$ cat config.mk
export PLATFORM = sky130hd
export DESIGN_NAME = ssr_sqrt
export DESIGN_NICKNAME = d
export VERILOG_FILES = /design/src/rtl/core/ssr_pkg.sv /design/src/rtl/core/ssr_sqrt.sv
export SDC_FILE = /design/constraint.sdc
export NUM_CORES = 1
export LEC_CHECK = 0
export ABC_AREA = 1
export BUFFER_PORTS_ARGS = -buffer_cell sky130_fd_sc_hd__clkbuf_2
export CAP_MARGIN = 30
export CORE_ASPECT_RATIO = 1.75
export CORE_UTILIZATION = 63
export CTS_CLUSTER_DIAMETER = 40
export DETAILED_ROUTE_END_ITERATION = 16
export MAX_ROUTING_LAYER = met4
export PLACE_DENSITY = 0.85
export SLEW_MARGIN = 20
export SYNTH_ARGS = -nofsm -noshare
export SYNTH_HDL_FRONTEND = slang
export SYNTH_SLANG_ARGS = --single-unit
$ cat constraint.sdc
create_clock -name clk -period 3.5 [get_ports clk]
set_input_delay 0.7 -clock clk [delete_from_list [all_inputs] [get_ports clk]]
set_output_delay 0.7 -clock clk [all_outputs]
set_load 0.02 [all_outputs]
$ cat src/rtl/core/ssr_pkg.sv
package ssr_pkg;

    // Framebuffer geometry.
    localparam int BUF_WIDTH  = 256;
    localparam int BUF_HEIGHT = 256;
    localparam int FB_DEPTH   = BUF_WIDTH * BUF_HEIGHT;
    localparam int FB_AW      = $clog2(FB_DEPTH);
    localparam int FB_XW      = $clog2(BUF_WIDTH);
    localparam int FB_YW      = $clog2(BUF_HEIGHT);

    // Signed coordinate wide enough for any position plus or minus an extent.
    localparam int COORD_W = 15;
    typedef logic signed [COORD_W-1:0] coord_t;
    localparam coord_t X_MAX = coord_t'(BUF_WIDTH - 1);
    localparam coord_t Y_MAX = coord_t'(BUF_HEIGHT - 1);

    // Fixed point: Q16 falloff, 25-bit roots of a 50-bit radicand.
    localparam int FRAC       = 16;
    localparam int T_W        = FRAC + 1;
    localparam int SQ_ROOT_W  = 25;
    localparam int SQ_RAD_W   = 2 * SQ_ROOT_W;
    localparam int DV_W       = 25;
    localparam logic [T_W-1:0] Q_ONE = T_W'(1 << FRAC);

    typedef logic [7:0] alpha_t;

    // Command codes.
    localparam logic [2:0] OP_CLEAR  = 3'd0;
    localparam logic [2:0] OP_CIRCLE = 3'd1;
    localparam logic [2:0] OP_RECT   = 3'd2;
    localparam logic [2:0] OP_CROSS  = 3'd3;
    localparam logic [2:0] OP_READ   = 3'd4;

endpackage

$ cat src/rtl/core/ssr_sqrt.sv
module ssr_sqrt
    import ssr_pkg::*;
(
    input  logic                 clk,
    input  logic                 rst_n,
    input  logic                 start,
    input  logic [SQ_RAD_W-1:0]  radicand,
    output logic                 done,
    output logic [SQ_ROOT_W-1:0] root
);

    // Digit-by-digit square root, two radicand bits per cycle.
    localparam int CNT_W = $clog2(SQ_ROOT_W);

    logic                  busy_reg, busy_next;
    logic                  done_reg, done_next;
    logic [CNT_W-1:0]      cnt_reg, cnt_next;
    logic [SQ_RAD_W-1:0]   rad_reg, rad_next;
    logic [SQ_ROOT_W+1:0]  rem_reg, rem_next;
    logic [SQ_ROOT_W-1:0]  root_reg, root_next;
    logic [SQ_ROOT_W+3:0]  rem_sh;
    logic [SQ_ROOT_W+3:0]  trial;

    assign rem_sh = {rem_reg, rad_reg[SQ_RAD_W-1 -: 2]};
    assign trial  = {2'b00, root_reg, 2'b01};

    always_comb
    begin
        busy_next = busy_reg;
        done_next = 1'b0;
        cnt_next  = cnt_reg;
        rad_next  = rad_reg;
        rem_next  = rem_reg;
        root_next = root_reg;
        if (start)
        begin
            busy_next = 1'b1;
            cnt_next  = '0;
            rad_next  = radicand;
            rem_next  = '0;
            root_next = '0;
        end
        else if (busy_reg)
        begin
            rad_next = {rad_reg[SQ_RAD_W-3:0], 2'b00};
            if (rem_sh >= trial)
            begin
                rem_next  = (SQ_ROOT_W+2)'(rem_sh - trial);
                root_next = {root_reg[SQ_ROOT_W-2:0], 1'b1};
            end
            else
            begin
                rem_next  = (SQ_ROOT_W+2)'(rem_sh);
                root_next = {root_reg[SQ_ROOT_W-2:0], 1'b0};
            end
            if (cnt_reg == CNT_W'(SQ_ROOT_W - 1))
            begin
                busy_next = 1'b0;
                done_next = 1'b1;
            end
            cnt_next = cnt_reg + CNT_W'(1);
        end
    end

    always_ff @(posedge clk or negedge rst_n)
    begin
        if (!rst_n)
        begin
            busy_reg <= 1'b0;
            done_reg <= 1'b0;
            cnt_reg  <= '0;
        end
        else
        begin
            busy_reg <= busy_next;
            done_reg <= done_next;
            cnt_reg  <= cnt_next;
        end
    end

    always_ff @(posedge clk)
    begin
        rad_reg  <= rad_next;
        rem_reg  <= rem_next;
        root_reg <= root_next;
    end

    assign done = done_reg;
    assign root = root_reg;

endmodule

== Yosys cells after proc, flatten, opt, wreduce, memory -nomap -nowiden ==
Cells that the tools add are included.
Word-level totals
  register bits after elaboration: 109
  input bits: 53
  output and inout port bits: 26
Cells by class
  equal/unequal tests: 1
  muxes and demuxes: 12
  reduce and logical (&&, ||, !) cells: 1
  $lt $le $gt $ge: 1
  add/sub/neg operators: 2
Operators by type and width (number)
  $mux 50: 2
  $ge 29x27->1: 1
  $mux 27: 1
  $sub 27x27->27: 1
  $mux 5: 2
  $mux 1: 7
  $add 5x1->5 const B: 1
  $eq 5x5->1 const B: 1
  $reduce_bool 2->1: 1

== Depth between registers and ports, before layout ==
Gate-level depths: netlist of the first run.
  depth after elaboration: 4
  mapped depth: 17
  gate-level depth less buffers: 16

== Least setup slack after synthesis of the first run ==
OpenSTA, ideal clock, no wires.
  path type: input port to flip-flop
  start: in start
  end: reg rad_reg[0] (enable)
  path slack: 1142 ps
  setup time: 388 ps
  arrival time: 1970 ps
  cell stages on the path: 4
  cells stage by stage: buf_1 nor2_2 clkinv_1 buf_2
On the way
  word-level cells in the longest chain between the ends: 1
Ends and longest elaborated chain
  start, declared: line ssr_sqrt.sv:6  | input logic start,
  $reduce_bool 2->1 (no line)
  end signal, assigned: line ssr_sqrt.sv:83  | rad_reg <= rad_next;
  end, declared: line ssr_sqrt.sv:18  | logic [SQ_RAD_W-1:0] rad_reg, rad_next;
No other way between the ends.
A chain may end at the register's enable or synchronous reset.

== Final worst setup path of the first run ==
  start: reg root_reg[13] (netlist: root[13])
  end: reg rem_reg[0]
On the way
  word-level cells in the longest chain between the ends: 2
Ends and longest elaborated chain
  start, declared: line ssr_sqrt.sv:20  | logic [SQ_ROOT_W-1:0] root_reg, root_next;
  start signal, assigned: line ssr_sqrt.sv:85  | root_reg <= root_next;
  $ge 29x27->1: line ssr_sqrt.sv:46  | if (rem_sh >= trial)
  $mux 27: line ssr_sqrt.sv:46
  end signal, assigned: line ssr_sqrt.sv:84  | rem_reg <= rem_next;
  end, declared: line ssr_sqrt.sv:19  | logic [SQ_ROOT_W+1:0] rem_reg, rem_next;
No other way between the ends.

==> results_dict.tcl, run 1 <==
set metrics [dict create \
    globalRouteMet3Util_pct 3.60 \
    vias_per_cell 5.27 \
    cp-end-kind "flip-flop" \
    routed_wl_um 15900 \
    crit_chain "inv_1 > ha_1 > nand2_1 > nor2_2 > nand2_1 > nor3_2 > nand3_1 > nand3_2 > buf_4 > nand2_1 > nor2_1 > nor3_2" \
    ir_worst_vdd_mv 0.539 \
    largest_register_ffs 50 \
    fin_ws_ns 1.12 \
    busiest_layer "met2" \
    clk_path_buf_depth 2 \
    criticalPathCategory "flip-flop to flip-flop" \
    finClkSkew_ns 0.0129 \
    fillers 860 \
    synth_cell_types 38 \
    hold_buffers 0 \
    syn_nets 1018 \
    core_area_um2 9970 \
    areaGrowthSynthToFinish_pct 12.1 \
    tightest_slew_ns 0.714 \
    die_w_um 78.9 \
    layout_commonest_cell "nand2_1" \
    cts_root_buf "clkbuf_16" \
    grtUsageMet2_pct 61.3 \
    cap_viol_max_count 0 \
    antenna_found_initial 0 \
    crit_buf_inv 2 \
    synth_edf_count 50 \
    p_leak_nw 3.95 \
    n_antenna_cell 0 \
    dp_slack_ns 1.16 \
    fmax_mhz 419 \
    rsz0062_at_grt "false" \
    synth_cells 936 \
    p_per_area_nw_per_um2 831 \
    layout_common_cells "406 x nand2_1, 140 x inv_1, 78 x clkbuf_2" \
    wl_per_cell_um 14.0 \
    status "finished, final reports clean" \
    max_slew_margin_pct 52.3 \
    setup_tns_ns 0 \
    seq_area_frac_synth_pct 41.7 \
    crit_required_ns 3.75 \
    overflow 0 \
    grtUsageMet1_pct 31.4 \
    cts_tree "done" \
    clock-sinks 109 \
    synth-seq-cells 109 \
    gp_congestion 1.02 \
    hold_viol 0 \
    post_cts.repair.setup_buffers 0 \
    total_power_mw 6.08 \
    grtUsageTotal_pct 32.3 \
    cpMaxStageDelayCell "ha_1" \
    critPathMaxFanout 22 \
    routed-via-count 5995 \
    synth_async_sr_flop_share_pct 6.42 \
    drcViolationCount 0 \
    netlist_area_um2 6520 \
    grt_pass1_vias 5873 \
    grt_max_degree 77 \
    numCtsBuffers 9 \
    clk_pin_slew_ns 0.08 \
    num_io_pins 79 \
    critical_path.most_common_cell "nand2_1" \
    cts_resized 0 \
    start_util_pct 65.4 \
    drive_gt1_share_pct 12.3 \
    cp_data_arrival_time_ns 2.63 \
    die_h_um 137 \
    fin_crit_sh_pct 68.1 \
    synthFlopType "dfxtp_1" \
    slew_violations 0 \
    crit_family "simple AND/OR/NAND/NOR gates" \
    insertion_delay_ns 0.36 \
    grt_pass1_wl_um 25900 \
    yosysWarnings 0 \
    finalNetCount 1089 \
    io_buffers 78 \
    critPathLaunchType "flip-flop" \
    hpwl_um 12200 \
    dieArea_um2 10800 \
    max_stage_delay_ns 0.37 \
    first_pass_iters 5 \
    finalCriticalPeriod_ns 2.38 \
    hp-class "input port to asynchronous set/reset pin" \
    synth_area_per_cell_um2 6.97 \
    h-tree-depth 3 \
    finalSetupViolations 0 \
    drtIter0Drc 280 \
    rows 48 \
    postRouteAntennaNets 0 \
]
## logic make-up (layout without fill, tap and decap cells)
| group | Yosys count | count (layout) | share of synthesized area, % |
|---|---|---|---|
| flip-flops | 109 | 109 | 41.7 |
| AO/OA/AOI/OAI | 73 | 73 | 6.39 |
| buffers and inverters | 174 | 250 | 10.4 |
| adder cells (fa/ha/maj) | 29 | 29 | 5.56 |
| XOR/XNOR | 14 | 14 | 1.88 |
| AND/OR/NAND/NOR | 537 | 537 | 34.1 |
## layer usage
metal  vias to the layer above  routed length, um
li1                       3080                  -
met1                      2692               6020
met2                       167               8670
met3                        56                504
met4                         0                756
met5                         -                  0
## final timing paths
| path | from | end | slack (ns) | cells past startpoint |
|---|---|---|---|---|
| max | root[13] | rem_reg[0] | 1.12 | 12 |
| min | rst_n | busy_reg | 0.17 | 1 |
| max reg2reg | root[13] | rem_reg[0] | 1.12 | 12 |
| min reg2reg | rem_reg[11] | rem_reg[11] | 0.48 | 2 |
| max in group asynchronous | rst_n | cnt_reg[0] | 3.15 | 1 |
| min in group clk | rem_reg[11] | rem_reg[11] | 0.48 | 2 |
## where the power goes
part / total (mW) / switching, mW / internal (mW)
registers: 1.66 / 0.132 / 1.53
logic: 3.40 / 2.22 / 1.18
clock network: 1.02 / 0.518 / 0.500
## cell type report
class	instances	area (um^2)	share of cell area, %
clock buffer	9	225	3.08
sequential	109	2720	37.2
tap	125	156	2.14
clock inverter	7	66.3	0.907
multi-input combinational	653	3130	42.7
timing repair buffer	87	470	6.43
inverter	147	552	7.54
## synthesized netlist by cell type, types with 4 or more instances
library cell,n,area [um^2]
and2_1,5,31.3
o211ai_1,4,30.0
dfrtp_1,7,175
o21ai_1,8,40.0
nor2_1,37,139
xor2_1,4,35.0
inv_1,140,526
ha_1,29,363
inv_2,4,15.0
buf_2,5,25.0
a21oi_1,27,135
nand2_1,406,1520
clkbuf_1,16,60.1
o22ai_1,24,150
dfxtp_1,52,1040
nor3_1,4,20.0
nand4_1,20,125
edfxtp_1,50,1500
nand3_1,44,220
nor2_2,5,31.3
xnor2_1,10,87.6
o21ai_0,6,30.0
## worst reg2reg max path, delay by kind of cell, from the launching register on
| kind | cells | cell delay [ns] |
|---|---|---|
| flip-flops | 1 | 0.33 |
| adder cells (fa/ha/maj) | 1 | 0.37 |
| buffers and inverters | 2 | 0.34 |
| AND/OR/NAND/NOR | 9 | 1.22 |
## metrics by stage
stage          util (%)  hold slack [ns]  std cells  area [um^2]
3_3_place_gp       70.4            0.454       1121         7020
6_report           73.4            0.172       1137         7310
4_1_cts            73.4            0.177       1137         7310
3_5_place_dp       70.4            0.462       1121         7020
2_1_floorplan         -            0.404        936         6520
5_1_grt            73.4            0.181       1137         7310
Power figures use the tool's default switching activity.
==> run 2: changes to the inputs <==
--- a/config.mk
+++ b/config.mk
@@ -5,15 +5,15 @@
 export SDC_FILE = /design/constraint.sdc
 export NUM_CORES = 1
 export LEC_CHECK = 0
-export ABC_AREA = 1
+export ABC_AREA = 0
 export BUFFER_PORTS_ARGS = -buffer_cell sky130_fd_sc_hd__clkbuf_2
 export CAP_MARGIN = 30
 export CORE_ASPECT_RATIO = 1.75
-export CORE_UTILIZATION = 63
+export CORE_UTILIZATION = 58
 export CTS_CLUSTER_DIAMETER = 40
 export DETAILED_ROUTE_END_ITERATION = 16
 export MAX_ROUTING_LAYER = met4
-export PLACE_DENSITY = 0.85
+export PLACE_DENSITY = 0.8
 export SLEW_MARGIN = 20
 export SYNTH_ARGS = -nofsm -noshare
 export SYNTH_HDL_FRONTEND = slang
==> constraint.sdc (replaced) <==
create_clock -name clk -period 2.3 [get_ports clk]
set_input_delay 0.46 -clock clk [delete_from_list [all_inputs] [get_ports clk]]
set_output_delay 0.46 -clock clk [all_outputs]
set_load 0.02 [all_outputs]
==> results_dict.tcl, run 2 <==
set metrics [dict create \
    final_cell_area_um2 8430 \
    vias_per_cell 6.13 \
    hpwl_um 11700 \
    drcViolationCount 0 \
    overflow 0 \
    swShare_pct 40.5 \
    crit_start "root[12]" \
    grtUsageTotal_pct 33.5 \
    synth_cells 580 \
    synthFlopType "dfxtp_1" \
    cpMaxStageDelayCell "nor4_1" \
    synth_async_sr_flop_share_pct 6.42 \
    gp_congestion 0.953 \
    p_per_area_nw_per_um2 1380 \
    antenna_found_initial 0 \
    hold_viol 0 \
    insertion_delay_ns 0.35 \
    h-tree-depth 3 \
    cts_tree "done" \
    final_cell_count_no_fill 904 \
    critPathLaunchType "flip-flop" \
    finClkSkew_ns 0.00650 \
    finalSetupViolations 28 \
    layout_common_cells "116 x buf_4, 77 x clkbuf_2, 54 x nor2_1" \
    drtIter0Drc 409 \
    postRouteAntennaNets 0 \
    synth_edf_count 50 \
    cap_viol_max_count 0 \
    p_leak_nw 3.77 \
    sequentialPowerShare_pct 22.0 \
    rows 48 \
    crit_family "simple AND/OR/NAND/NOR gates" \
    pwr-share-clk_pct 12.9 \
    criticalPathCategory "flip-flop to flip-flop" \
    fin_ws_ns -0.401 \
    critical_path.most_common_cell "buf_12" \
    clock-sinks 109 \
    post-route-util_pct 85.1 \
    n_antenna_cell 0 \
    grtUsageMet1_pct 30.7 \
    max_slew_margin_pct 58.8 \
    syn_nets 662 \
    layout_commonest_cell "buf_4" \
    die_h_um 136 \
    critPathMaxFanout 5 \
    grt_max_degree 49 \
    hp-class "input port to flip-flop" \
    io_buffers 78 \
    placed_cell_area_um2 7490 \
    seq_area_frac_synth_pct 45.5 \
    globalRouteMet3Util_pct 4.56 \
    die_w_um 78.7 \
    routed-via-count 5545 \
    clk_pin_slew_ns 0.07 \
    hold_start "radicand[1]" \
    core_area_um2 9910 \
    fmax_mhz 370 \
    grtUsageMet2_pct 62.1 \
    ir_worst_vdd_mv 0.897 \
    synth-seq-cells 109 \
    post-place-cells 868 \
    synth_top_area_share_pct 25.1 \
    p_int_mw 6.92 \
    largest_register_ffs 50 \
    wl_per_cell_um 20.5 \
    fillers 525 \
    num_io_pins 79 \
    cts_root_buf "clkbuf_16" \
    busiest_layer "met2" \
    synth_area_per_cell_um2 10.3 \
    finalCriticalPeriod_ns 2.70 \
    grt_pass1_vias 5752 \
    status "finished, violations left" \
    total_power_mw 11.6 \
    cp-end-kind "flip-flop" \
    max_stage_delay_ns 0.42 \
    synth_largest_area_cell "edfxtp_1" \
    finalNetCount 856 \
    synth_cell_types 60 \
    slew_violations 0 \
    drive_gt1_share_pct 47.8 \
    cp_data_arrival_time_ns 2.93 \
    routed_wl_um 18500 \
    pwr-share-comb_pct 65.1 \
    crit_chain "inv_1 > ha_4 > buf_4 > nand4_1 > nor4_1 > nor3b_1 > a21oi_4 > buf_12 > buf_12 > mux2i_4 > a211oi_2" \
    grt_pass1_wl_um 26400 \
    reg2reg_from "root[12]" \
    crit_required_ns 2.53 \
    first_pass_iters 5 \
    yosysMostFrequentCell "nor2_1" \
    yosysWarnings 0 \
    clk_path_buf_depth 2 \
    dieArea_um2 10700 \
    netlist_area_um2 5970 \
    rsz0062_at_grt "true" \
    fin_crit_sh_pct 117 \
    numCtsBuffers 9 \
    synthTopCellsByCount "55 x nor2_1, 52 x dfxtp_1, 50 x edfxtp_1" \
    switching_power_mw 4.71 \
    start_util_pct 60.3 \
    areaGrowthSynthToFinish_pct 41.1 \
    tightest_slew_ns 0.617 \
    synth_area_leaders "edfxtp_1 25%, dfxtp_1 17%, mux2_2 9.0%" \
    violations "negative setup slack" \
    crit_buf_inv 4 \
]
-- run 2: path summary, 6_finish.rpt --
kind,endpoint,slack (ns),depth (start not counted)
worst min register to register,rem_reg[2],0.50,2
worst max register to register,rem_reg[12],-0.40,11
worst max-delay path,rem_reg[12],-0.40,11
worst min-delay path,rad_reg[1],0.40,2
min in group asynchronous,cnt_reg[0],0.47,2
max in group asynchronous,busy_reg,1.65,2
-- run 2: cells by family after synthesis --
| logic type | synth area share (%) |
|---|---|
| and+or+nand+nor | 12.0 |
| DFF | 45.5 |
| AOI/OAI and AO/OA | 12.2 |
| muxes | 15.8 |
| buffers and inverters | 4.38 |
| adders and majority gates | 6.07 |
| xor gates and xnor gates | 4.10 |
-- run 2: final cells by class --
cell class | count | area [um^2] | area share [%]
clock buffers | 10 | 229 | 2.72
clock inverters | 6 | 53.8 | 0.638
inverters | 38 | 148 | 1.75
multi-input cells | 405 | 3570 | 42.4
flip-flops and latches | 109 | 2760 | 32.8
well taps | 125 | 156 | 1.86
repair buffers | 211 | 1510 | 17.9
-- run 2: through the flow --
step,setup WS (ns),setup TNS (ns),hold slack (ns)
floorplan,-0.163,-3.38,0.164
global placement,-0.357,-4.17,0.294
detailed placement,-0.351,-5.72,0.305
CTS,-0.210,-3.62,0.385
global route,-0.500,-10.93,0.381
finish,-0.401,-8.29,0.396
-- run 2: power groups by stage --
stage                     Clock (mW)  Combinational (mW)  Sequential (mW)
after floorplan                    0                3.51             2.55
after global placement             0                5.18             2.53
after detailed placement           0                5.31             2.55
after CTS                       1.52                6.32             2.53
after global routing            1.57                7.95             2.58
final                           1.50                7.56             2.56
-- run 2: per-layer routing --
metal  wire [um]  part of all wire (%)
met5           0                     0
met4        1350                   7.3
met3         952                   5.1
met2       10100                    54
met1        6130                    33
-- run 2: worst reg2reg max path, cell delays in order, from the launching register on --
cell,delay (ns)
dfxtp_2,0.34
inv_1,0.06
ha_4,0.29
buf_4,0.14
nand4_1,0.27
nor4_1,0.42
nor3b_1,0.18
a21oi_4,0.26
buf_12,0.16
buf_12,0.13
mux2i_4,0.25
a211oi_2,0.09
-- run 2: what timing repair did --
action,in CTS,in global routing
pin swaps,19,32
buffers inserted,12,8
setup endpoints to repair,28,28
resized for setup,47,46
hold endpoints to repair,7,0
hold buffers,1,0
cloned,1,0
