<file path="src/rtl/core/ssr_pkg.sv">
package ssr_pkg;

    // Framebuffer geometry.
    localparam int BUF_WIDTH  = 256;
    localparam int BUF_HEIGHT = 256;
    localparam int FB_DEPTH   = BUF_WIDTH * BUF_HEIGHT;
    localparam int FB_AW      = $clog2(FB_DEPTH);
    localparam int FB_XW      = $clog2(BUF_WIDTH);
    localparam int FB_YW      = $clog2(BUF_HEIGHT);

    // Signed coordinate wide enough for any position plus or minus an extent.
    localparam int COORD_W = 15;
    typedef logic signed [COORD_W-1:0] coord_t;
    localparam coord_t X_MAX = coord_t'(BUF_WIDTH - 1);
    localparam coord_t Y_MAX = coord_t'(BUF_HEIGHT - 1);

    // Fixed point: Q16 falloff, 25-bit roots of a 50-bit radicand.
    localparam int FRAC       = 16;
    localparam int T_W        = FRAC + 1;
    localparam int SQ_ROOT_W  = 25;
    localparam int SQ_RAD_W   = 2 * SQ_ROOT_W;
    localparam int DV_W       = 25;
    localparam logic [T_W-1:0] Q_ONE = T_W'(1 << FRAC);

    typedef logic [7:0] alpha_t;

    // Command codes.
    localparam logic [2:0] OP_CLEAR  = 3'd0;
    localparam logic [2:0] OP_CIRCLE = 3'd1;
    localparam logic [2:0] OP_RECT   = 3'd2;
    localparam logic [2:0] OP_CROSS  = 3'd3;
    localparam logic [2:0] OP_READ   = 3'd4;

endpackage

</file>
<file path="src/rtl/core/ssr_div.sv">
module ssr_div
    import ssr_pkg::*;
(
    input  logic            clk,
    input  logic            rst_n,
    input  logic            start,
    input  logic [DV_W-1:0] num,
    input  logic [DV_W-1:0] den,
    output logic            done,
    output logic [T_W-1:0]  t
);

    // Computes t = 1 - num/den in Q16, clamped at zero, one quotient bit per cycle.
    localparam int CNT_W = $clog2(FRAC);

    logic               busy_reg, busy_next;
    logic               done_reg, done_next;
    logic [CNT_W-1:0]   cnt_reg, cnt_next;
    logic [DV_W-1:0]    rem_reg, rem_next;
    logic [DV_W-1:0]    den_reg, den_next;
    logic [FRAC-1:0]    q_reg, q_next;
    logic [T_W-1:0]     t_reg, t_next;
    logic [DV_W:0]      rem2;

    assign rem2 = {rem_reg, 1'b0};

    always_comb
    begin
        busy_next = busy_reg;
        done_next = 1'b0;
        cnt_next  = cnt_reg;
        rem_next  = rem_reg;
        den_next  = den_reg;
        q_next    = q_reg;
        t_next    = t_reg;
        if (start)
        begin
            den_next = den;
            rem_next = num;
            q_next   = '0;
            cnt_next = '0;
            if (num >= den)
            begin
                t_next    = '0;
                done_next = 1'b1;
            end
            else
            begin
                busy_next = 1'b1;
            end
        end
        else if (busy_reg)
        begin
            if (rem2 >= {1'b0, den_reg})
            begin
                rem_next = DV_W'(rem2 - {1'b0, den_reg});
                q_next   = {q_reg[FRAC-2:0], 1'b1};
            end
            else
            begin
                rem_next = DV_W'(rem2);
                q_next   = {q_reg[FRAC-2:0], 1'b0};
            end
            if (cnt_reg == CNT_W'(FRAC - 1))
            begin
                busy_next = 1'b0;
                done_next = 1'b1;
                t_next    = Q_ONE - {1'b0, q_next};
            end
            cnt_next = cnt_reg + CNT_W'(1);
        end
    end

    always_ff @(posedge clk or negedge rst_n)
    begin
        if (!rst_n)
        begin
            busy_reg <= 1'b0;
            done_reg <= 1'b0;
            cnt_reg  <= '0;
        end
        else
        begin
            busy_reg <= busy_next;
            done_reg <= done_next;
            cnt_reg  <= cnt_next;
        end
    end

    always_ff @(posedge clk)
    begin
        rem_reg <= rem_next;
        den_reg <= den_next;
        q_reg   <= q_next;
        t_reg   <= t_next;
    end

    assign done = done_reg;
    assign t    = t_reg;

endmodule

</file>
<file path="config.mk">
export PLATFORM = sky130hd
export DESIGN_NAME = ssr_div
export DESIGN_NICKNAME = d
export VERILOG_FILES = /design/src/rtl/core/ssr_pkg.sv /design/src/rtl/core/ssr_div.sv
export SDC_FILE = /design/constraint.sdc
export NUM_CORES = 1
export LEC_CHECK = 0
export BUFFER_PORTS_ARGS = -buffer_cell sky130_fd_sc_hd__buf_2
export CORE_AREA = 3 3 107 99
export CTS_BUF_LIST = sky130_fd_sc_hd__clkbuf_8
export DETAILED_ROUTE_END_ITERATION = 10
export DIE_AREA = 0 0 110 102
export GPL_ROUTABILITY_DRIVEN = 0
export PLACE_DENSITY = 0.82
export SYNTH_ARGS = -nofsm -noshare
export SYNTH_HDL_FRONTEND = slang
export SYNTH_SLANG_ARGS = --single-unit
</file>
<file path="constraint.sdc">
create_clock -name clk -period 4.46 [get_ports clk]
set_input_delay 1.115 -clock clk [delete_from_list [all_inputs] [get_ports clk]]
set_output_delay 1.115 -clock clk [all_outputs]
set_load 0.1 [all_outputs]
</file>
# ---- Word level (Yosys, flattened, before mapping)
# Index checks and enable logic that the tools add are counted.
dict set report totals {
  regBits 88
  output_inout_bits 18
  in_bits 53
  word_cells 38
}
dict set report classes {
  n_reduce_logical 3
  magnitude_cmp 2
  eq_ne 3
  n_addsub 3
  muxes 20
}
# op n
set ops {}
lappend ops {{2-to-1 mux 25 bit} 3}
lappend ops {{2-to-1 mux 17 bit} 4}
lappend ops {{2-to-1 mux 16 bit} 2}
lappend ops {{greater-or-equal comparator 26 x 25 -> 1 bit} 1}
lappend ops {{greater-or-equal comparator 25 bit} 1}
lappend ops {{subtractor 25 bit} 1}
lappend ops {{subtractor 17 x 16 -> 17 bit, first input constant} 1}
lappend ops {{2-to-1 mux 1 bit} 9}
lappend ops {{2-to-1 mux 4 bit} 2}
lappend ops {{adder 4 x 1 -> 4 bit, second input constant} 1}
lappend ops {{equality test 4 bit, second input constant} 1}
lappend ops {{nonzero test 2 bit} 2}
lappend ops {{AND reduction 3 bit} 1}
lappend ops {{!= test 2 x 1 -> 1 bit, second input constant} 1}
lappend ops {{!= test 2 bit, second input constant} 1}

# ---- Depth between registers and ports, before layout
# Gate-level depths: netlist of the first run.
dict set report depth {
  ltp_word 8
  ltp_mapped 17
}

# ---- Worst setup path after synthesis of the first run
# Ideal clock, no wire load.
dict set report synth_path {
  path_kind {reg-to-reg}
  from {register rem_reg[1]}
  to {register t_reg[14], in the netlist t[14], data pin}
  synth_period_minus_slack_ps 3459
  required_time_ps 4194
  t_arrival_ps 3194
  path_stages_with_launch 16
  setup_slack_ps 1001
  setup_ps 266
  cell_sequence {edfxtp_1 ha_1 nor2b_4 o31a_1 o2111a_1 or3_1 nand2_2 o21ai_4 inv_1 buf_2 ha_1 nand2_1 or2_2 nor3_1 xor2_1 nor2_1}
}
dict set report synth_between {
  elab_chain_len 8
}
# element line
set synth_lines {}
lappend synth_lines {{start, declared} ssr_div.sv:19} ;# logic [DV_W-1:0] rem_reg, rem_next;
lappend synth_lines {{start signal, assigned} ssr_div.sv:92} ;# rem_reg <= rem_next;
lappend synth_lines {{greater-or-equal comparator 26 x 25 -> 1 bit} ssr_div.sv:54} ;# if (rem2 >= {1'b0, den_reg})
lappend synth_lines {{2-to-1 mux 1 bit} ssr_div.sv:54}
lappend synth_lines {{2-to-1 mux 16 bit} ssr_div.sv:52} ;# else if (busy_reg)
lappend synth_lines {{2-to-1 mux 16 bit} ssr_div.sv:36} ;# if (start)
lappend synth_lines {{subtractor 17 x 16 -> 17 bit} ssr_div.sv:68} ;# t_next = Q_ONE - {1'b0, q_next};
lappend synth_lines {{2-to-1 mux 17 bit} ssr_div.sv:64} ;# if (cnt_reg == CNT_W'(FRAC - 1))
lappend synth_lines {{2-to-1 mux 17 bit} ssr_div.sv:52}
lappend synth_lines {{2-to-1 mux 17 bit} ssr_div.sv:36}
lappend synth_lines {{end signal, assigned} ssr_div.sv:95} ;# t_reg <= t_next;
lappend synth_lines {{end, declared} ssr_div.sv:22} ;# logic [T_W-1:0] t_reg, t_next;
# No other way between the ends. The select of a mux whose other input is x is not followed.
# A chain may end at the register's enable or synchronous reset.

# ---- Worst setup path after layout of the first run
dict set report layout_path {
  from {input port den[18]}
  to {register t_reg[0], in the netlist t[0] (enable)}
}
dict set report layout_between {
  elab_chain_len 3
}
# element line
set layout_lines {}
lappend layout_lines {{start, declared} ssr_div.sv:8} ;# input logic [DV_W-1:0] den,
lappend layout_lines {{greater-or-equal comparator 25 bit} ssr_div.sv:42} ;# if (num >= den)
lappend layout_lines {{!= test 2 x 1 -> 1 bit (no line)} -}
lappend layout_lines {{AND reduction 3 bit (no line)} -}
# No other way between the ends.

==> results of run 1 <==
area by class of cell:
cell class              instances  area (µm²)  share of cell area [%]
repair buffers                 74       382.9                   5.911
well taps                     126       157.7                   2.434
multi-input cells             408        3040                   46.94
clock inverters                 7       96.34                   1.487
inverters                      57       214.0                   3.303
flip-flops and latches         88        2462                   38.01
clock buffers                   9       123.9                   1.912
metrics by stage:
step	setup WS [ns]	utilization, %
detailed placement	0.4225	65.37
global route	0.5270	67.67
finish	0.7123	67.67
floorplan	1.001	-
CTS	0.7978	67.67
global placement	0.6930	65.37
placed cells by master (no fill, tap or decap), drive strengths merged, types with 4 or more instances in the layout:
master / Yosys / routed
a21oi: 33 / 33
nor2: 46 / 46
o21a: 6 / 6
xnor2: 18 / 18
nor3: 16 / 16
or4: 4 / 4
o31a: 5 / 5
xor2: 9 / 9
edfxtp: 67 / 67
a21o: 17 / 17
nand2: 26 / 26
nand2b: 8 / 8
dfrtp: 6 / 6
nor4: 6 / 6
a211oi: 5 / 5
nand3: 11 / 11
ha: 53 / 53
or3: 5 / 5
nor3b: 7 / 7
mux2: 25 / 25
inv: 57 / 60
and2: 5 / 5
o21bai: 4 / 4
buf: 9 / 74
clkbuf: 13 / 9
mux2i: 18 / 18
o21ai: 25 / 25
dfxtp: 15 / 15
nor2b: 10 / 10
nand4: 8 / 8
path summary, 6_finish.rpt:
check | end | slack [ns]
worst min-delay path | cnt_reg[0]$_DFFE_PN0P_ | 0.55
max in group asynchronous | busy_reg$_DFFE_PN0P_ | 3.77
min in group clk | q_reg[7]$_SDFFE_PP0P_ | 0.56
worst max register to register | t[14]$_SDFFCE_PP0P_ | 0.96
worst min register to register | q_reg[7]$_SDFFE_PP0P_ | 0.56
worst max-delay path | t[0]$_SDFFCE_PP0P_ | 0.71
cell usage after synthesis, types with 3 or more instances:
| library cell | count | area (µm²) |
|---|---|---|
| edfxtp_1 | 67 | 2012 |
| mux2i_1 | 18 | 180.2 |
| or4_1 | 4 | 30.03 |
| a21o_1 | 17 | 127.6 |
| and2_1 | 4 | 25.02 |
| dfrtp_1 | 6 | 150.1 |
| mux2_2 | 21 | 236.5 |
| buf_2 | 3 | 15.01 |
| nand2_1 | 25 | 93.84 |
| dfxtp_1 | 15 | 300.3 |
| o21bai_1 | 4 | 30.03 |
| xnor2_1 | 18 | 157.7 |
| inv_1 | 57 | 214.0 |
| or3_1 | 5 | 31.28 |
| nor2b_1 | 9 | 56.30 |
| nand2b_1 | 8 | 50.05 |
| nor3_1 | 16 | 80.08 |
| nand4_1 | 8 | 50.05 |
| nand4b_1 | 3 | 26.28 |
| xor2_1 | 9 | 78.83 |
| nor2_1 | 46 | 172.7 |
| ha_1 | 53 | 663.1 |
| or2_2 | 3 | 18.77 |
| o211ai_1 | 3 | 22.52 |
| buf_1 | 4 | 15.01 |
| clkbuf_1 | 12 | 45.04 |
| mux2_4 | 4 | 60.06 |
| o21a_1 | 6 | 45.04 |
| o31a_1 | 5 | 43.79 |
| nand3_1 | 11 | 55.05 |
| o21ai_0 | 23 | 115.1 |
| nor4_1 | 6 | 37.54 |
| nor3b_1 | 7 | 52.55 |
| a21oi_1 | 33 | 165.2 |
| a211oi_1 | 5 | 37.54 |
| and3_1 | 3 | 18.77 |
report_power, final:
| part | leakage (nW) | total (mW) | switching (mW) | internal (mW) |
|---|---|---|---|---|
| Clock | 0.116 | 0.626 | 0.308 | 0.318 |
| Combinational | 2.05 | 1.96 | 1.11 | 0.850 |
| Sequential | 0.870 | 1.20 | 0.0935 | 1.10 |
layer usage:
layer | vias up | part of all wire (%) | global-route usage (%) | routed length, µm
met4 | 0 | 1.7 | 8.245 | 220
met2 | 139 | 48 | 40.16 | 6046
met1 | 2105 | 46 | 31.92 | 5798
met5 | - | 0 | 0 | 0
met3 | 18 | 5.1 | 2.716 | 652
li1 | 2206 | - | - | -
cell families (layout without fill, tap and decap cells):
logic type	after synthesis	in the layout	share of synthesized area (%)
compound gates	117	117	13.14
xor+xnor	27	27	4.064
fa+ha+maj	54	54	11.74
buf+inv	79	147	5.439
flops	88	88	42.31
mux	43	43	8.192
simple gates	167	167	15.12
==> out/results.ini, run 1 <==
[power_and_ir_drop]
powerDensity_mw_per_mm2=584.1
finalPower_mw=3.784
peakVddDrop_v=0.0002655
leakage_nw=3.033

[floorplan]
die_h_um=102
row_count=34
io-pin-count=71
design.die.area_mm2=0.01122
start_util_pct=60.80
fp.dieW_um=110
core-area_mm2=0.009572

[place]
io_buffer_count=70
placed_cells=753
place_area_mm2=0.006257
dp_hpwl_um=9422

[critical_path]
cp_slowest_cell=and2_1
startpoint=den[18]
cp-start-kind=primary input
worst_ep_required_time_ns=4.46
critPathBufInv=2
crit_type=primary input to register
critPathTopFamily=simple AND/OR/NAND/NOR gates
worst_path_largest_cell_delay_ns=0.66
crit_fanout=17
worstRegToRegCells=14
path_depth=11
cp-end-kind=register
crit_chain=buf_2 > inv_1 > ha_1 > nand4_1 > nor4_1 > a21oi_1 > a21boi_0 > o21ai_0 > a22o_1 > o211ai_1 > and2_1
r2r-start=rem_reg[8]$_DFFE_PP_
worstPathArrival_ns=3.75

[sta]
hold_violations=0
rsz0062_at_grt=no
fin_setup_tns_ns=0
min_period_ns=3.748
setup_violations=0
holdWs_ns=0.5524
max_freq_mhz=266.8
drv_slew=0
clock_skew_ns=0.01814
period_share_pct=84.03
tightest_slew_ns=1.080
slew_headroom_pct=28.03

[grt]
grt_antenna_before_repair=0
grt.total_usage_pct=23.81
overflow=0
grt_pass1_vias=4455
grt_pass1_wl_um=20930
grt_max_degree=42

[route]
drt_iter0_drc=248
routed_wl_um=12720
vias=4468
wl_per_cell_um=16.54
first_pass_iters=5
drc_errors=0
ant_nets=0
viasPerCell=5.810

[synth]
yosysWarnings=0
synth-edff-count=67
synth_seq_cells=88
syn-num-nets=682
syn_avg_cell_area_um2=10.12
synth_area_mm2=0.005819
synth_top_flop_cell=edfxtp_1
post_synth_num_cell_types=62
syn_inst=575
yosysSeqAreaShare_pct=42.31
synthArstFlopShare_pct=6.818

[clock_network]
cts_buffers=9
ctsHtreeMaxLevel=3
root_buffer=clkbuf_8
cts_tree=done
insertion_delay_ns=0.38
clk_pin_slew_ns=0.09
cts_setup_buffers=0
cts_buffer_depth=2
hold_buffers=0
cts_resized=0
clock_sinks=88

[job]
cap_violations=0

[cells_and_area]
final_cell_count_no_fill=769
drive_gt1_share_pct=18.82
design_area_mm2=0.006477
layout.nets=745
area_growth_pct=11.31
antenna_cells=0
nFillCells=753

[outcome]
status=complete, no violations

[min_path]
hold_class=primary input to asynchronous set/reset pin

Power figures use the tool's default switching activity.
==> inputs of run 2 (changes only) <==
CORE_AREA = 3 3 113 104   (was 3 3 107 99)
DIE_AREA = 0 0 116 107   (was 0 0 110 102)
PLACE_DENSITY = 0.78   (was 0.82)
clock period = 3.02 ns   (was 4.46 ns; I/O delays follow)
==> run 2 against run 1 <==
Compared with the run above:
- clock skew decreased by 0.0058 ns
- largest power group unchanged
- via count up 5.3%
- wire length grew 4.6%
- cell count up 6.1%
- core utilization down 2.1 points
- highest routed layer unchanged
- sequential cell count is the same
- die area grew 11%
- global-route usage fell by 2.0 points
- sequential power up 50%
- clock power increased by 36%
- combinational power is 79% higher
==> out/results.ini, run 2 (same netlist as run 1, synthesis figures left out) <==
[critical_path]
critPathBufInv=1
worst_path_largest_cell_delay_ns=0.43
worst_ep_required_time_ns=3.14
worstPathArrival_ns=3.12
cp-start-kind=register
crit_fanout=4
cp_slowest_cell=edfxtp_1
worstReg2RegEnd=t[14]$_SDFFCE_PP0P_
cp-end-kind=register
worstRegToRegCells=14
r2r-start=rem_reg[10]$_DFFE_PP_
critPathTopFamily=simple AND/OR/NAND/NOR gates
rrSetupSlack_ns=0.02
crit_chain=ha_4 > a21oi_1 > o21ai_1 > or3_1 > or3_1 > nand2_2 > o21ai_4 > inv_2 > ha_4 > nand2_2 > or2_4 > nor3_4 > xor2_1 > nor2_1
crit_type=register to register

[power_and_ir_drop]
peakVddDrop_v=0.0004985
powerDensity_mw_per_mm2=874.6
finalPower_mw=6.149
leakage_nw=3.232

[route]
ant_nets=0
first_pass_iters=6
viasPerCell=5.766
drc_errors=0
vias=4705
wl_per_cell_um=16.31
routed_wl_um=13310
drt_iter0_drc=298

[grt]
grt_max_degree=62
overflow=0
grt_pass1_vias=4638
grt.total_usage_pct=21.85
grt_antenna_before_repair=0
grt_pass1_wl_um=21550

[outcome]
status=complete, no violations

[sta]
tightest_slew_ns=0.7046
setup_violations=0
hold_violations=0
max_freq_mhz=333.1
drv_slew=0
period_share_pct=99.40
min_period_ns=3.002
fin_setup_tns_ns=0
slew_headroom_pct=53.03
rsz0062_at_grt=yes
clock_skew_ns=0.01231
holdWs_ns=0.1816

[place]
dp_hpwl_um=9875
placed_cells=793
io_buffer_count=70
place_area_mm2=0.006580

[clock_network]
cts_buffers=9
insertion_delay_ns=0.38
root_buffer=clkbuf_8
clock_sinks=88
ctsHtreeMaxLevel=3
clk_pin_slew_ns=0.09
cts_tree=done
cts_buffer_depth=2

[floorplan]
die_h_um=107
start_util_pct=54.28
design.die.area_mm2=0.01241
io-pin-count=71
core-area_mm2=0.01072
row_count=36
fp.dieW_um=116

[cells_and_area]
design_area_mm2=0.007030
final_cell_count_no_fill=816
layout.nets=785
layout_common_cells=buf_2, edfxtp_1, inv_1
antenna_cells=0
area_growth_pct=20.81
layout_commonest_cell=buf_2
drive_gt1_share_pct=28.55

[job]
cap_violations=0

[min_path]
hold_class=primary input to asynchronous set/reset pin

run 2: power by group:
group | switching (mW) | leakage (nW) | internal, mW
logic | 1.83 | 2.26 | 1.67
registers | 0.167 | 0.870 | 1.63
clock network | 0.459 | 0.104 | 0.393
run 2: worst max-delay path by stage:
stage,startpoint,end,slack [ns],cells past startpoint
after floorplan,rem_reg[14]$_DFFE_PP_,t[14]$_SDFFCE_PP0P_,-0.14,16
after global placement,den[18],t[5]$_SDFFCE_PP0P_,-0.29,12
after detailed placement,den[18],t[3]$_SDFFCE_PP0P_,-0.35,12
after CTS,rem_reg[1]$_DFFE_PP_,t[14]$_SDFFCE_PP0P_,0.01,14
after global routing,rem_reg[10]$_DFFE_PP_,t[14]$_SDFFCE_PP0P_,-0.11,14
final,rem_reg[10]$_DFFE_PP_,t[14]$_SDFFCE_PP0P_,0.02,14
run 2: through the flow:
stage | utilization (%) | setup WS (ns)
after detailed placement | 61.38 | -0.3516
after floorplan | - | -0.1422
after global routing | 65.58 | -0.1146
final | 65.58 | 0.01818
after global placement | 61.38 | -0.2888
after CTS | 64.12 | 0.009820
run 2: repair_timing:
action / CTS / global route
buffers inserted: 3 / 4
endpoints found under the setup margin: 12 / 45
pin swaps: 6 / 12
resized for setup: 7 / 26
hold buffers: 0 / 0
run 2: final cells by class:
class                      instances  area (µm²)
fill                             841        3690
multi-input combinational        408        3276
sequential                        88        2462
timing repair buffer             114       711.9
inverter                          57       214.0
tap                              133       166.4
clock buffer                       9       123.9
clock inverter                     7       76.32
run 2: worst reg2reg max path, cell delays in order, from the launching register on:
cell,delay (ns)
edfxtp_1,0.43
ha_4,0.26
a21oi_1,0.16
o21ai_1,0.10
or3_1,0.36
or3_1,0.36
nand2_2,0.11
o21ai_4,0.07
inv_2,0.08
ha_4,0.13
nand2_2,0.04
or2_4,0.28
nor3_4,0.12
xor2_1,0.17
nor2_1,0.07
run 2: per-layer routing:
layer,vias up,global-route usage (%),wire length (µm)
met3,30,5.248,659
met4,0,7.125,340
li1,2291,-,-
met5,-,0,0
met1,2248,26.74,5492
met2,136,37.72,6815
